## src/rtl/core/vtc_pkg.sv

```systemverilog
// shared types and constants for the vertex transform and clip test block
package vtc_pkg;

  // matrix shape and field widths
  localparam int MAT_DIM   = 4;
  localparam int COEF_W    = 16;
  localparam int COORD_W   = 32;
  localparam int ROW_W     = MAT_DIM * COEF_W;
  localparam int TOL_W     = 16;
  localparam int PROD_W    = COEF_W + COORD_W;
  localparam int SUM_W     = PROD_W + 2;
  localparam int FRAC_DROP = 12;
  localparam int RND_W     = SUM_W - FRAC_DROP;
  localparam int W_SHIFT   = 16;

  // fixed-point constants
  localparam logic [SUM_W-1:0]   ROUND_HALF = SUM_W'(2048);
  localparam logic [COORD_W-1:0] SAT_POS    = 32'h7FFF_FFFF;
  localparam logic [COORD_W-1:0] SAT_NEG    = 32'h8000_0000;
  localparam int                 LIM_W      = COORD_W + 2;
  localparam logic [LIM_W-1:0]   ONE_Q16    = LIM_W'(65536);

  // register map, index is paddr / 8
  localparam int REG_IDX_W = 3;
  localparam logic [REG_IDX_W-1:0] REG_ROW0 = 3'd0;
  localparam logic [REG_IDX_W-1:0] REG_ROW1 = 3'd1;
  localparam logic [REG_IDX_W-1:0] REG_ROW2 = 3'd2;
  localparam logic [REG_IDX_W-1:0] REG_ROW3 = 3'd3;
  localparam logic [REG_IDX_W-1:0] REG_TOL  = 3'd4;

  // one transformed point on its way to the clip test
  typedef struct packed {
    logic [COORD_W-1:0] cx;
    logic [COORD_W-1:0] cy;
    logic [COORD_W-1:0] cz;
    logic [COORD_W-1:0] cw;
    logic               sat;
    logic               last;
  } vtc_entry_t;

  // queue handshake seen by the back end
  typedef struct packed {
    logic       empty;
    vtc_entry_t head;
  } vtc_qstat_t;

endpackage

```

## src/rtl/core/vtc_clip.sv

```systemverilog
// back end: clip volume test, run tracking and the output register
module vtc_clip import vtc_pkg::*; (
  input  logic                       clk,
  input  logic                       rst_n,
  input  logic [TOL_W-1:0]           tolerance,
  input  vtc_qstat_t                 qstat,
  output logic                       q_pop,
  output logic                       out_valid,
  input  logic                       out_stall,
  output logic signed [COORD_W-1:0]  out_clip_x,
  output logic signed [COORD_W-1:0]  out_clip_y,
  output logic signed [COORD_W-1:0]  out_clip_z,
  output logic signed [COORD_W-1:0]  out_clip_w,
  output logic                       out_overflowed,
  output logic                       out_point_inside,
  output logic                       out_run_done,
  output logic                       out_run_all_inside
);

  logic                    out_valid_r;
  logic [COORD_W-1:0]      cx_r, cy_r, cz_r, cw_r;
  logic                    sat_r, inside_r, done_r, run_ok_r;
  logic                    all_in_r, all_in_nxt;

  logic signed [LIM_W-1:0] tol_s, hi_lim, lo_lim, wlo_lim;
  logic signed [LIM_W-1:0] xs, ys, zs, ws;
  logic                    pt_in;

  // take the head whenever the output register is free or draining
  assign q_pop = !qstat.empty && (!out_valid_r || !out_stall);

  // clip volume bounds
  assign tol_s   = $signed({{(LIM_W-TOL_W){1'b0}}, tolerance});
  assign hi_lim  = $signed(ONE_Q16) + tol_s;
  assign lo_lim  = -hi_lim;
  assign wlo_lim = $signed(ONE_Q16) - tol_s;

  assign xs = $signed({{(LIM_W-COORD_W){qstat.head.cx[COORD_W-1]}}, qstat.head.cx});
  assign ys = $signed({{(LIM_W-COORD_W){qstat.head.cy[COORD_W-1]}}, qstat.head.cy});
  assign zs = $signed({{(LIM_W-COORD_W){qstat.head.cz[COORD_W-1]}}, qstat.head.cz});
  assign ws = $signed({{(LIM_W-COORD_W){qstat.head.cw[COORD_W-1]}}, qstat.head.cw});

  assign pt_in = !qstat.head.sat
              && (xs <= hi_lim) && (xs >= lo_lim)
              && (ys <= hi_lim) && (ys >= lo_lim)
              && (zs <= hi_lim) && (zs >= -tol_s)
              && (ws <= hi_lim) && (ws >= wlo_lim);

  assign all_in_nxt = all_in_r & pt_in;

  // control state
  always_ff @(posedge clk) begin
    if (!rst_n) begin
      out_valid_r <= 1'b0;
      all_in_r    <= 1'b1;
    end else begin
      if (q_pop) begin
        out_valid_r <= 1'b1;
        all_in_r    <= qstat.head.last ? 1'b1 : all_in_nxt;
      end else if (!out_stall) begin
        out_valid_r <= 1'b0;
      end
    end
  end

  // result beat payload
  always_ff @(posedge clk) begin
    if (q_pop) begin
      cx_r     <= qstat.head.cx;
      cy_r     <= qstat.head.cy;
      cz_r     <= qstat.head.cz;
      cw_r     <= qstat.head.cw;
      sat_r    <= qstat.head.sat;
      inside_r <= pt_in;
      done_r   <= qstat.head.last;
      run_ok_r <= qstat.head.last & all_in_nxt;
    end
  end

  assign out_valid          = out_valid_r;
  assign out_clip_x         = cx_r;
  assign out_clip_y         = cy_r;
  assign out_clip_z         = cz_r;
  assign out_clip_w         = cw_r;
  assign out_overflowed     = sat_r;
  assign out_point_inside   = inside_r;
  assign out_run_done       = done_r;
  assign out_run_all_inside = run_ok_r;

endmodule

```

## config.mk

```make
export PLATFORM = sky130hd
export DESIGN_NAME = vtc_clip
export DESIGN_NICKNAME = d
export VERILOG_FILES = /design/src/rtl/core/vtc_pkg.sv /design/src/rtl/core/vtc_clip.sv
export SDC_FILE = /design/constraint.sdc
export NUM_CORES = 1
export LEC_CHECK = 0
export BUFFER_PORTS_ARGS = -buffer_cell sky130_fd_sc_hd__buf_2
export CORE_MARGIN = 2
export CORE_UTILIZATION = 40
export DETAILED_ROUTE_END_ITERATION = 10
export PLACE_DENSITY_LB_ADDON = 0.05
export SETUP_SLACK_MARGIN = 0.15
export SYNTH_ARGS = -nofsm -noshare
export SYNTH_HDL_FRONTEND = slang
export SYNTH_SLANG_ARGS = --single-unit
```

## constraint.sdc

```tcl
create_clock -name clk -period 11.18 [get_ports clk]
set_input_delay 2.236 -clock clk [delete_from_list [all_inputs] [get_ports clk]]
set_output_delay 2.236 -clock clk [all_outputs]
set_load 0.005 [all_outputs]
```

==> results.sh <==
export IMPL_postCtsHoldBufs=0
export IMPL_chipWidth_um=146
export IMPL_fmax_ghz=0.164
export IMPL_yosysTopAreaCell="edfxtp_1"
export IMPL_synth_area_leaders="edfxtp_1 (49%), ha_1 (22%), a21oi_1 (3.0%), nand4_1 (2.7%), nor2_1 (1.7%)"
export IMPL_worstPathRequired_ns=11.44
export IMPL_synth_nets=944
export IMPL_wire_per_inst_um=19.1
export IMPL_synth_edff_count=132
export IMPL_peakVddDrop_mv=0.102
export IMPL_clk_insertion_delay_late_ns=0.43
export IMPL_grt_pass1_wl_um=36300
export IMPL_hold_depth=2
export IMPL_numClockSinks=134
export IMPL_leakagePower_nw=4.63
export IMPL_grtUsageTotal_pct=22.2
export IMPL_synthesis_area_um2=8050
export IMPL_synth_main_ff_cell="edfxtp_1"
export IMPL_ant_nets=0
export IMPL_p_comb_share_pct=16.2
export IMPL_path_cells="buf_2, or4_1, or3_1, or4_1, nor2_1, inv_1, ha_1, o21ai_0, nor2_1, o21ai_0, a211oi_1, o2111ai_1, nor4_2, nand4b_2, nor4b_2"
export IMPL_cap_violations=0
export IMPL_cp_start_kind="input pin"
export IMPL_synth_seq_cells=134
export IMPL_diodes=0
export IMPL_crit_path_end_kind="flip-flop"
export IMPL_hp_start="out_valid$_SDFFE_PN0P_"
export IMPL_path_class="input pin to flip-flop"
export IMPL_fin_crit_sh_pct=54.4
export IMPL_placed_area_um2=9820
export IMPL_whs_ns=0.515
export IMPL_stdcell_area_um2=10400
export IMPL_dp_cells=1203
export IMPL_core_um2=19600
export IMPL_drive_gt1_share_pct=34.3
export IMPL_cts_buffers=17
export IMPL_report_final_hold_viol_count=0
export IMPL_crit_arrival_ns=6.34
export IMPL_power_density_nw_per_um2=130
export IMPL_synth_cell_type_count=63
export IMPL_power_switching_mw=0.376
export IMPL_internal_power_mw=0.971
export IMPL_cts_setup_buffers=0
export IMPL_drt_pass1_iter_count=5
export IMPL_synth_async_sr_flop_share_pct=0
export IMPL_seq_area_frac_synth_pct=49.7
export IMPL_grt_pass1_vias=6486
export IMPL_p_clk_share_pct=39.8
export IMPL_worst_slew_pin_slew_ns=0.955
export IMPL_drcViolationCount=0
export IMPL_gp_congestion=0.862
export IMPL_synth_most_common_cell="ha_1"
export IMPL_synth_common_cells="ha_1 (139), edfxtp_1 (132), a21oi_1 (48), nor2_1 (36), nand4_1 (35)"
export IMPL_grt_overflow_total=0
export IMPL_finalSetupViolCount=0
export IMPL_row_count=51
export IMPL_fin_util_pct=53.0
export IMPL_cts_resized=0
export IMPL_grt_max_degree=75
export IMPL_pwr_share_seq_pct=44.0
export IMPL_syn_avg_cell_area_um2=12.3
export IMPL_ios=284
export IMPL_critPathMaxFanout=14
export IMPL_reg2reg_depth=8
export IMPL_grt_setup_unrepaired="false"
export IMPL_max_stage_delay_ns=0.65
export IMPL_slew_violations=0
export IMPL_die_area_um2=21300
export IMPL_fin_crit_ns=6.09
export IMPL_vias_per_cell=5.27
export IMPL_areaGrowthSynthToFinish_pct=28.9
export IMPL_yosysTopAreaCellShare_pct=49.2
export IMPL_cts_tree="yes"
export IMPL_finClkSkew_ns=0.0161
export IMPL_die_y_um=146
export IMPL_switching_share_pct=27.9
export IMPL_grt_antenna_before_repair=0
export IMPL_nets=1246
export IMPL_cts_max_level=4
export IMPL_io_buffer_count=283
export IMPL_path_clk_slew_ns=0.06
export IMPL_totalNegativeSetupSlack_ns=0
export IMPL_worstReg2RegStart="out_valid$_SDFFE_PN0P_"
export IMPL_min_path_type="flip-flop to flip-flop"
export IMPL_place_hpwl_um=19200
export IMPL_status="finished, final reports clean"
export IMPL_synthCells=655
export IMPL_ys_warnings_count=0
export IMPL_layoutNonFillerInstCount=1235
export IMPL_cts_buffer_depth=2
export IMPL_drt_iter0_drc=347
export IMPL_finalWirelength_um=23600
export IMPL_max_slew_margin_pct=36.3
export IMPL_rr_endpoint="all_in_r$_SDFFE_PN1P_"
export IMPL_initial_core_util_pct=41.1
export IMPL_hold_path_endpoint="out_valid$_SDFFE_PN0P_"
export IMPL_worst_path_max_delay_cell="or4_1"
export IMPL_regToRegSetupSlack_ns=8.89
export IMPL_vias=6512
export IMPL_cts_root_buf="clkbuf_16"
## power by group through the flow
stage,logic (mW),clock network (mW),registers [mW]
floorplan,0.101,0,0.616
global placement,0.217,0,0.603
detailed placement,0.217,0,0.604
CTS,0.219,0.546,0.593
global route,0.244,0.566,0.596
finish,0.218,0.536,0.593
## layout make-up
cell class,count,area (um^2)
clock buffer,17,425
sequential,134,4000
multi-input combinational,486,3930
fill,1826,9210
inverter,32,120
timing repair buffer,286,1440
tap,265,332
clock inverter,15,134
## worst max-delay path by stage
stage,from,endpoint,slack (ns),depth (start not counted)
finish,tolerance[8],out_run_all_inside$_DFFE_PP_,5.09,15
global route,tolerance[8],out_run_all_inside$_DFFE_PP_,4.74,15
CTS,tolerance[1],out_run_all_inside$_DFFE_PP_,5.10,16
detailed placement,tolerance[1],out_run_all_inside$_DFFE_PP_,4.65,16
global placement,tolerance[1],out_run_all_inside$_DFFE_PP_,4.74,15
floorplan,out_stall,q_pop,0.21,1
## placed cells by master, fill, tap and decap left out, types with 3 or more instances in the layout
cell type / count
xnor2_1: 12
nor3b_1: 3
a21o_1: 13
or4_1: 5
inv_1: 32
inv_8: 4
nand2_1: 31
nor4_1: 19
o211ai_1: 4
nor2b_1: 11
o211a_1: 3
inv_6: 5
o21ai_0: 20
nand3_1: 14
clkinv_4: 3
o21a_1: 4
and4_1: 8
a21boi_0: 4
clkbuf_16: 17
ha_1: 139
nand4_1: 35
buf_2: 283
buf_4: 3
a21oi_1: 47
a221o_1: 4
a31oi_1: 3
edfxtp_1: 132
nor3_1: 8
a211oi_1: 8
or3_1: 6
nor2_1: 36
o31ai_1: 6
## routing by layer
layer | vias to the layer above | routed length (um) | GRT usage (%)
li1 | 3239 | - | -
met1 | 3043 | 10700 | 29.1
met2 | 216 | 11300 | 37.4
met3 | 14 | 1350 | 4.73
met4 | 0 | 232 | 5.39
met5 | - | 0 | 0
## kinds of logic after synthesis
family	share of synthesized area, %
AOI/OAI and AO/OA	11.2
xor gates and xnor gates	1.76
muxes	0.264
and+or+nand+nor	13.7
buffers and inverters	1.63
DFF	49.7
adders and majority gates	21.7
## metrics by stage
stage / setup slack, ns / power (mW)
after global routing: 4.74 / 1.41
after detailed placement: 4.65 / 0.821
after global placement: 4.74 / 0.820
after CTS: 5.10 / 1.36
after floorplan: 0.209 / 0.717
final: 5.09 / 1.35
## worst max-delay path, delay by kind of cell
kind                     cells  cell delay (ns)
adder cells (fa/ha/maj)      1             0.33
AND/OR/NAND/NOR              8             2.85
AO/OA/AOI/OAI                4             0.60
buffers and inverters        2             0.33
## state kept, by name, indices dropped and copies added (netlist names)
name and flops:
out_clip_w 32, out_clip_x 32, out_clip_y 32, out_clip_z 32, all_in_r 1, out_overflowed 1
out_point_inside 1, out_run_all_inside 1, out_run_done 1, out_valid 1
Note: power is estimated with default switching activity, not from simulation.
