File: src/rtl/core/vtc_pkg.sv
// shared types and constants for the vertex transform and clip test block
package vtc_pkg;

  // matrix shape and field widths
  localparam int MAT_DIM   = 4;
  localparam int COEF_W    = 16;
  localparam int COORD_W   = 32;
  localparam int ROW_W     = MAT_DIM * COEF_W;
  localparam int TOL_W     = 16;
  localparam int PROD_W    = COEF_W + COORD_W;
  localparam int SUM_W     = PROD_W + 2;
  localparam int FRAC_DROP = 12;
  localparam int RND_W     = SUM_W - FRAC_DROP;
  localparam int W_SHIFT   = 16;

  // fixed-point constants
  localparam logic [SUM_W-1:0]   ROUND_HALF = SUM_W'(2048);
  localparam logic [COORD_W-1:0] SAT_POS    = 32'h7FFF_FFFF;
  localparam logic [COORD_W-1:0] SAT_NEG    = 32'h8000_0000;
  localparam int                 LIM_W      = COORD_W + 2;
  localparam logic [LIM_W-1:0]   ONE_Q16    = LIM_W'(65536);

  // register map, index is paddr / 8
  localparam int REG_IDX_W = 3;
  localparam logic [REG_IDX_W-1:0] REG_ROW0 = 3'd0;
  localparam logic [REG_IDX_W-1:0] REG_ROW1 = 3'd1;
  localparam logic [REG_IDX_W-1:0] REG_ROW2 = 3'd2;
  localparam logic [REG_IDX_W-1:0] REG_ROW3 = 3'd3;
  localparam logic [REG_IDX_W-1:0] REG_TOL  = 3'd4;

  // one transformed point on its way to the clip test
  typedef struct packed {
    logic [COORD_W-1:0] cx;
    logic [COORD_W-1:0] cy;
    logic [COORD_W-1:0] cz;
    logic [COORD_W-1:0] cw;
    logic               sat;
    logic               last;
  } vtc_entry_t;

  // queue handshake seen by the back end
  typedef struct packed {
    logic       empty;
    vtc_entry_t head;
  } vtc_qstat_t;

endpackage

File: src/rtl/core/vtc_queue.sv
// small queue between the transform front end and the clip test back end
module vtc_queue import vtc_pkg::*; #(
  parameter int QUEUE_DEPTH = 8
) (
  input  logic       clk,
  input  logic       rst_n,
  input  logic       push,
  input  vtc_entry_t push_entry,
  input  logic       pop,
  output vtc_qstat_t stat
);

  localparam int PTR_W = $clog2(QUEUE_DEPTH);
  localparam int CNT_W = $clog2(QUEUE_DEPTH + 1);

  vtc_entry_t        mem [QUEUE_DEPTH];
  logic [PTR_W-1:0]  wp_r, rp_r;
  logic [CNT_W-1:0]  cnt_r, cnt_nxt;

  // occupancy tracking
  always_comb begin
    cnt_nxt = cnt_r;
    if (push && !pop) begin
      cnt_nxt = cnt_r + CNT_W'(1);
    end else if (!push && pop) begin
      cnt_nxt = cnt_r - CNT_W'(1);
    end
  end

  always_ff @(posedge clk) begin
    if (!rst_n) begin
      wp_r  <= '0;
      rp_r  <= '0;
      cnt_r <= '0;
    end else begin
      cnt_r <= cnt_nxt;
      if (push) begin
        wp_r <= (wp_r == PTR_W'(QUEUE_DEPTH - 1)) ? '0 : wp_r + PTR_W'(1);
      end
      if (pop) begin
        rp_r <= (rp_r == PTR_W'(QUEUE_DEPTH - 1)) ? '0 : rp_r + PTR_W'(1);
      end
    end
  end

  // storage write
  always_ff @(posedge clk) begin
    if (push) begin
      mem[wp_r] <= push_entry;
    end
  end

  assign stat.empty = (cnt_r == '0);
  assign stat.head  = mem[rp_r];

endmodule

File: config.mk
export PLATFORM = sky130hd
export DESIGN_NAME = vtc_queue
export DESIGN_NICKNAME = d
export VERILOG_FILES = /design/src/rtl/core/vtc_pkg.sv /design/src/rtl/core/vtc_queue.sv
export SDC_FILE = /design/constraint.sdc
export NUM_CORES = 1
export LEC_CHECK = 0
export BUFFER_PORTS_ARGS = -buffer_cell sky130_fd_sc_hd__buf_2
export CORE_ASPECT_RATIO = 1.25
export CORE_MARGIN = 2
export CORE_UTILIZATION = 65
export CTS_CLUSTER_DIAMETER = 30
export CTS_CLUSTER_SIZE = 10
export DETAILED_ROUTE_END_ITERATION = 6
export PLACE_DENSITY = 0.84
export SETUP_SLACK_MARGIN = 0.1
export SYNTH_ARGS = -nofsm -noshare
export SYNTH_HDL_FRONTEND = slang
export SYNTH_SLANG_ARGS = --single-unit
File: constraint.sdc
create_clock -name clk -period 21.5 [get_ports clk]
set_clock_uncertainty 0.15 [all_clocks]
set_input_delay 2.15 -clock clk [delete_from_list [all_inputs] [get_ports clk]]
set_output_delay 2.15 -clock clk [all_outputs]
set_load 0.05 [all_outputs]
==> metrics.csv, run 1 <==
stage,metric,value,unit
run_status,status,"complete, no violations",
clock_tree,cts.htree.levels,4,
power_and_ir_drop,p_switching,1.17,mW
floorplanning,ioPinCount,265,
power_and_ir_drop,p_leak,15.4,nW
critical_path,worstSetupEndpointType,primary output,
critical_path,path_delay_family,buffers and inverters,
clock_tree,cts_resized,0,
place,dp_hpwl,40200,um
drt,routed_wl,86500,um
critical_path,r2r-end,mem[2][70]$_DFFE_PP_,
floorplanning,start_util,0.658,
clock_tree,postCtsSetupBuffers,0,
floorplanning,core,0.0608,mm2
clock_tree,cts_tree,yes,
critical_path,start_kind,flip-flop,
sta,hold_viol_final,0,
grt,grt_pass1_vias,20000,
synth,ys_top_cells_by_area,"edfxtp_1 (78%), mux4_2 (11%), mux4_1 (3.7%)",
grt,grt_pass1_wl,128000,um
floorplanning,die_h,281,um
sta,min_period_over_period,0.330,
clock_tree,cts_hold_buffers,0,
synth,synth_nets,1713,
critical_path,path_class,flip-flop to primary output,
clock_tree,clk_latency,0.71,ns
sta,setup_violations,0,
synth,synth_common_cells,"edfxtp_1 (1040), mux4_2 (204), mux2_2 (130)",
critical_path,crit_fanout,53,
floorplanning,fp.dieW,226,um
synth,synth_cells,1571,
place,place.gp.congestion,0.710,
drt,met2_length,45000,um
synth,synthArstFlopShare,0,
critical_path,ff2ff_setup_slack,17.66,ns
hold_path,worstHoldStart,cnt_r[3]$_SDFFE_PN0P_,
floorplanning,fp-row-count,101,
grt,grt_remaining_overflow,0,
hold_path,whs_path_depth,2,
synth,yosysWarnings,0,
sta,slew_violations,0,
drt,antenna_left,0,
grt,grt_max_degree,180,
layout,regArea,0.0315,mm2
critical_path,r2r-start,wp_r[0]$_SDFFE_PN0P_,
layout,drive_above_1_share,0.420,
drt,met1_length,31000,um
clock_tree,numCtsBuffers,154,
power_and_ir_drop,finalPower,5.14,mW
synth,yosysMostFrequentCell,edfxtp_1,
critical_path,cp.depth,5,
critical_path,cp.arrival,4.80,ns
critical_path,path_cells,buf_4 -> buf_4 -> mux4_1 -> mux2_2 -> buf_2,
grt,antenna_found_initial,22,
synth,ys_seq_area_frac,0.787,
power_and_ir_drop,seqPwrFrac,0.452,
drt,wl_met3,7240,um
floorplanning,dieArea,0.0636,mm2
sta,tightest_slew,1.16,ns
place,place_area,0.0421,mm2
drt,vias,18500,
layout,fin_nets,2083,
layout,syn_to_final_growth,17.7,%
synth,synth_ff_type,edfxtp_1,
drt,drc_errors,0,
layout,layout.filler_cells,2866,
critical_path,cp_num_buf_inv,3,
synth,yosysTopAreaCellShare,0.781,
sta,hold_slack,0.345,ns
power_and_ir_drop,power_density,109,mW/mm2
sta,max_freq,0.141,GHz
clock_tree,clkSlewWorstSetupHoldPaths,0.05,ns
sta,slew-limit-headroom,0.225,
sta,fin_tns_setup,0,ns
drt,drt_iter0_drc,1969,
power_and_ir_drop,p_clk_frac,0.471,
sta,grt_setup_unrepaired,false,
grt,grt_use_total,0.283,
critical_path,crit_top_cell,buf_4,
layout,design_area,0.0471,mm2
drt,top_layer_used,met5,
drt,firstDrtPassIters,5,
clock_tree,cts-root-buf,clkbuf_16,
clock_tree,clockBufferDepth,3,
clock_tree,cts_sinks,1053,
drt,wl_per_cell,30.0,um
layout,multi_input_area,0.00796,mm2
sta,fin_crit,7.10,ns
synth,syn_area,0.0400,mm2
critical_path,cpPeakStageDelay,0.96,ns
synth,synth_seq_cells,1053,
critical_path,crit_slowest_cell,buf_4,
power_and_ir_drop,ir_worst_vdd,75.8,uV
synth,syn-mean-instance-area,25.5,um2
hold_path,hold_class,flip-flop to flip-flop,
power_and_ir_drop,switching_share,0.229,
power_and_ir_drop,p_comb_frac,0.077,
synth,synth_largest_area_cell,edfxtp_1,
critical_path,worstRegToRegCells,4,
power_and_ir_drop,p_int,3.96,mW
drt,via_per_inst,6.41,
synth,ys_types,27,
hold_path,min_to,cnt_r[3]$_SDFFE_PN0P_,
place,portBuffers,264,
synth,synth_edf_count,1040,
flow_run,maxCapViolCount,0,
critical_path,crit_required,19.20,ns
-- stage by stage --
stage | utilization | instances | worst slack [ns]
after global placement | 0.692 | 2609 | 15.17
after detailed placement | 0.692 | 2609 | 15.07
after global routing | 0.774 | 2877 | 14.01
after CTS | 0.774 | 2866 | 14.21
final | 0.774 | 2885 | 14.40
after floorplan | - | 1571 | 9.54
-- worst reg2reg max path, delay by kind of cell (launching register included) --
kind / cells / cell delay (ns)
flip-flops: 1 / 0.34
AND/OR/NAND/NOR: 2 / 1.18
buffers and inverters: 2 / 1.73
-- power by group through the flow --
stage               Sequential (mW)  Clock [mW]  Combinational, mW
floorplan                      2.36           0              0.293
global placement               2.36           0              0.379
detailed placement             2.36           0              0.388
CTS                            2.32        2.45              0.398
global route                   2.33        2.53              0.414
finish                         2.32        2.42              0.395
-- registers in the layout, summed over array words and instances (netlist names), named ones only --
register	flops
wp_r	3
rp_r	3
mem	1040
cnt_r	4
-- cells in the final DEF, fill, tap and decap left out, types with 17 or more instances in the layout --
cell,Yosys,layout
clkbuf_16,0,156
diode_2,0,19
buf_4,0,20
mux4_1,56,56
buf_2,9,264
mux2_2,130,130
clkbuf_1,21,17
mux4_2,204,204
edfxtp_1,1040,1040
-- how the worst max path moves through the flow --
| stage | from | to | slack (ns) |
|---|---|---|---|
| after global routing | flip-flop | stat[114] | 14.01 |
| after CTS | flip-flop | stat[114] | 14.21 |
| after global placement | flip-flop | stat[62] | 15.17 |
| after detailed placement | flip-flop | stat[63] | 15.07 |
| final | flip-flop | stat[114] | 14.40 |
| after floorplan | push | mem[0][0]$_DFFE_PP_ | 9.54 |
-- layer usage --
layer	vias up	GRT usage
met1	9682	0.365
met4	16	0.130
met5	-	0
met2	987	0.463
met3	196	0.0678
li1	7606	-
-- kinds of logic after synthesis --
| logic type | share of synthesized area |
|---|---|
| AND/OR/NAND/NOR | 0.00388 |
| flip-flops | 0.787 |
| buffers and inverters | 0.0152 |
| adder cells (fa/ha/maj) | 0.00269 |
| AO/OA/AOI/OAI | 0.000845 |
| XOR/XNOR | 0.000438 |
| multiplexers | 0.190 |
-- layout make-up --
| cell class | instances | share of cell area |
|---|---|---|
| Multi-Input combinational cell | 442 | 0.169 |
| Timing Repair Buffer | 288 | 0.0330 |
| Clock buffer | 173 | 0.0843 |
| Sequential cell | 1053 | 0.669 |
| Inverter | 2 | 0.000159 |
| Antenna cell | 19 | 0.00101 |
| Clock inverter | 84 | 0.0214 |
| Tap cell | 824 | 0.0219 |
No activity file was read; power rests on OpenSTA's default activity.
==> inputs of run 2 (changes only) <==
Settings changed: ABC_AREA from default to 1, CORE_UTILIZATION 65 to 60, PLACE_DENSITY 0.84 to 0.78.
Clock period 21.5 ns to 6.9 ns, I/O delays scaled along.
==> run 2 against run 1 <==
Effect of this change:
- global-route usage is 1.9 points lower
- wire length is 10% higher
- total power grew to 3.2 times the previous value
- cell count is 68% higher
- combinational power grew to 4.4 times the previous value
- clock power grew to 3.1 times the previous value
- via count is 46% higher
- non-clock buffer count is 1 lower
- count of clock-buffer cells in the layout is 5 higher
- critical path type unchanged
==> metrics.csv, run 2 <==
stage,metric,value,unit
run_status,status,"complete, no violations",
floorplanning,fp-row-count,108,
synth,ys_types,23,
clock_tree,numCtsBuffers,153,
layout,largest_registers,"mem: 1040 flops, cnt_r: 4 flops",
critical_path,path_cells,buf_4 -> buf_4 -> nor2_1 -> nor2_1 -> o21ai_1 -> nand2_1 -> nand2_1 -> nand2_1 -> buf_2,
drt,via_per_inst,5.57,
clock_tree,cts_sinks,1053,
drt,wl_per_cell,19.7,um
synth,synth_nets,3681,
critical_path,crit_top_cell,nand2_1,
place,portBuffers,264,
synth,synthMuxAreaShare,0,
floorplanning,start_util,0.607,
clock_tree,clk_latency,0.72,ns
synth,synth_edf_count,1040,
synth,ys_seq_area_frac,0.747,
synth,syn-mean-instance-area,11.9,um2
sta,tightest_slew,1.27,ns
critical_path,r2r-start,wp_r[0]$_SDFFE_PN0P_,
power_and_ir_drop,ir_worst_vdd,285,uV
grt,grt_max_degree,280,
layout,fin_nets,3922,
clock_tree,cts-root-buf,clkbuf_16,
layout,syn_to_final_growth,15.6,%
flow_run,maxCapViolCount,0,
place,place.gp.congestion,0.758,
floorplanning,dieArea,0.0724,mm2
floorplanning,fp.dieW,241,um
layout,fin_util,0.702,
synth,yosysTopAreaCellShare,0.741,
layout,regMostFlops,mem,
grt,antenna_found_initial,22,
sta,max_freq,0.194,GHz
drt,vias,27000,
power_and_ir_drop,p_int,12.4,mW
synth,yosysWarnings,0,
floorplanning,die_h,300,um
sta,fin_tns_setup,0,ns
synth,synth_cells,3539,
critical_path,r2r-end,mem[5][118]$_DFFE_PP_,
critical_path,worstRegToRegCells,3,
synth,synth_top_family_by_area,simple AND/OR/NAND/NOR gates,
drt,drc_errors,0,
critical_path,worstSetupEndpointType,primary output,
synth,synth-compound-area-share,0.0631,
power_and_ir_drop,seqPwrFrac,0.443,
layout,layout_common_cells,"nor2_1 (1052), edfxtp_1 (1040), nand2_1 (663)",
clock_tree,cts_hold_buffers,0,
place,dp_hpwl,43400,um
sta,fin_crit,5.16,ns
critical_path,crit_required,6.06,ns
critical_path,ff2ff_setup_slack,4.53,ns
synth,syn_area,0.0421,mm2
critical_path,cpPeakStageDelay,0.87,ns
drt,firstDrtPassIters,5,
layout,final_common_cell,nor2_1,
grt,grt_pass1_wl,144000,um
critical_path,crit_slowest_cell,dfxtp_4,
clock_tree,clockBufferDepth,3,
hold_path,whs_path_depth,1,
power_and_ir_drop,power_density,338,mW/mm2
power_and_ir_drop,p_switching,4.08,mW
sta,grt_setup_unrepaired,false,
sta,setup_violations,0,
sta,slew-limit-headroom,0.156,
grt,grt_remaining_overflow,0,
grt,grt_pass1_vias,26500,
synth,yosysMostFrequentCell,nor2_1,
clock_tree,postCtsSetupBuffers,0,
hold_path,worstHoldStart,push_entry[105],
sta,min_period_over_period,0.747,
critical_path,crit_fanout,88,
sta,slew_violations,0,
clock_tree,cts_tree,yes,
sta,hold_slack,0.0768,ns
synth,synth_largest_area_cell,edfxtp_1,
synth,synth_common_cells,"nor2_1 (1060), edfxtp_1 (1040), nand2_1 (663)",
layout,largest_reg_flops,1040,
synth,synthXorXnorAreaFrac,0.000416,
synth,synth_ff_type,edfxtp_1,
synth,synthArstFlopShare,0,
grt,grt_use_total,0.263,
synth,synth_adder_area_share,0.00255,
clock_tree,cts_resized,0,
layout,drive_above_1_share,0.135,
synth,ys_top_cells_by_area,"edfxtp_1 (74%), nor2_1 (9.4%), nand2_1 (5.9%)",
floorplanning,ioPinCount,265,
critical_path,start_kind,flip-flop,
hold_path,hold_class,input pin to flip-flop,
clock_tree,cts.htree.levels,4,
clock_tree,clkSlewWorstSetupHoldPaths,0.05,ns
power_and_ir_drop,switching_share,0.247,
sta,hold_viol_final,0,
power_and_ir_drop,p_comb_frac,0.104,
floorplanning,core,0.0695,mm2
drt,routed_wl,95200,um
synth,synth-simple-area-share,0.154,
critical_path,cp.arrival,4.32,ns
power_and_ir_drop,p_clk_frac,0.453,
power_and_ir_drop,p_leak,18.2,nW
drt,antenna_left,0,
critical_path,path_class,flip-flop to primary output,
synth,synth_seq_cells,1053,
hold_path,min_to,mem[2][105]$_DFFE_PP_,
drt,drt_iter0_drc,2295,
-- run 2: changes by cell type after synthesis, sizes merged, moves of 12 or more --
cell    delta
mux4     -260
clkbuf    +42
inv       +12
o21ai    +524
mux2     -130
nand2    +659
nor2    +1053
buf       +85
-- run 2: area by class of cell --
class | instances | area, um2
Inverter | 14 | 81.3
Antenna cell | 17 | 42.5
Multi-Input combinational cell | 2271 | 9350
Clock buffer | 178 | 4030
Sequential cell | 1053 | 31500
Clock inverter | 86 | 933
Timing Repair Buffer | 287 | 1620
Fill cell | 4663 | 20700
Tap cell | 935 | 1170
-- run 2: metal layers --
layer / up-vias / GRT usage / wire length (um)
met5: - / 0 / 113
met4: 20 / 0.123 / 3080
met3: 208 / 0.0567 / 7780
met2: 1080 / 0.435 / 47000
met1: 13000 / 0.335 / 37200
li1: 12700 / - / -
-- run 2: critical path, delay by kind of cell, from the launching register on --
family	cells	cell delay (ns)
buf+inv	3	1.84
flops	1	0.87
simple gates	5	0.62
compound gates	1	0.10
-- run 2: stage by stage --
| step | power (mW) | setup slack (ns) | instance area [um2] | cells |
|---|---|---|---|---|
| after floorplan | 8.67 | -0.348 | 42100 | 3539 |
| after global placement | 9.08 | 2.66 | 43700 | 4560 |
| after detailed placement | 9.12 | 2.57 | 43700 | 4560 |
| after CTS | 16.5 | 1.77 | 48700 | 4824 |
| after global routing | 17.0 | 1.50 | 48700 | 4834 |
| final | 16.5 | 1.74 | 48700 | 4841 |
-- run 2: worst max path at each step --
stage | start | endpoint | slack [ns]
6_report | flip-flop | stat[77] | 1.74
3_3_place_gp | flip-flop | stat[103] | 2.66
2_1_floorplan | push | mem[0][0]$_DFFE_PP_ | -0.35
4_1_cts | flip-flop | stat[77] | 1.77
3_5_place_dp | flip-flop | stat[77] | 2.57
5_1_grt | flip-flop | stat[77] | 1.50
-- run 2: cells by family (layout without fill, tap and decap cells) --
kind of cell,count (synthesis),after routing
AOI/OAI and AO/OA,531,531
and+or+nand+nor,1730,1730
buffers and inverters,215,565
xor gates and xnor gates,2,2
adders and majority gates,8,8
DFF,1053,1053
other,0,17
-- run 2: power by group through the flow --
stage / logic, mW / clock network, mW / registers, mW
floorplan: 1.26 / 0 / 7.41
CTS: 1.72 / 7.53 / 7.29
detailed placement: 1.71 / 0 / 7.41
global placement: 1.67 / 0 / 7.40
global route: 1.87 / 7.80 / 7.30
finish: 1.72 / 7.47 / 7.29
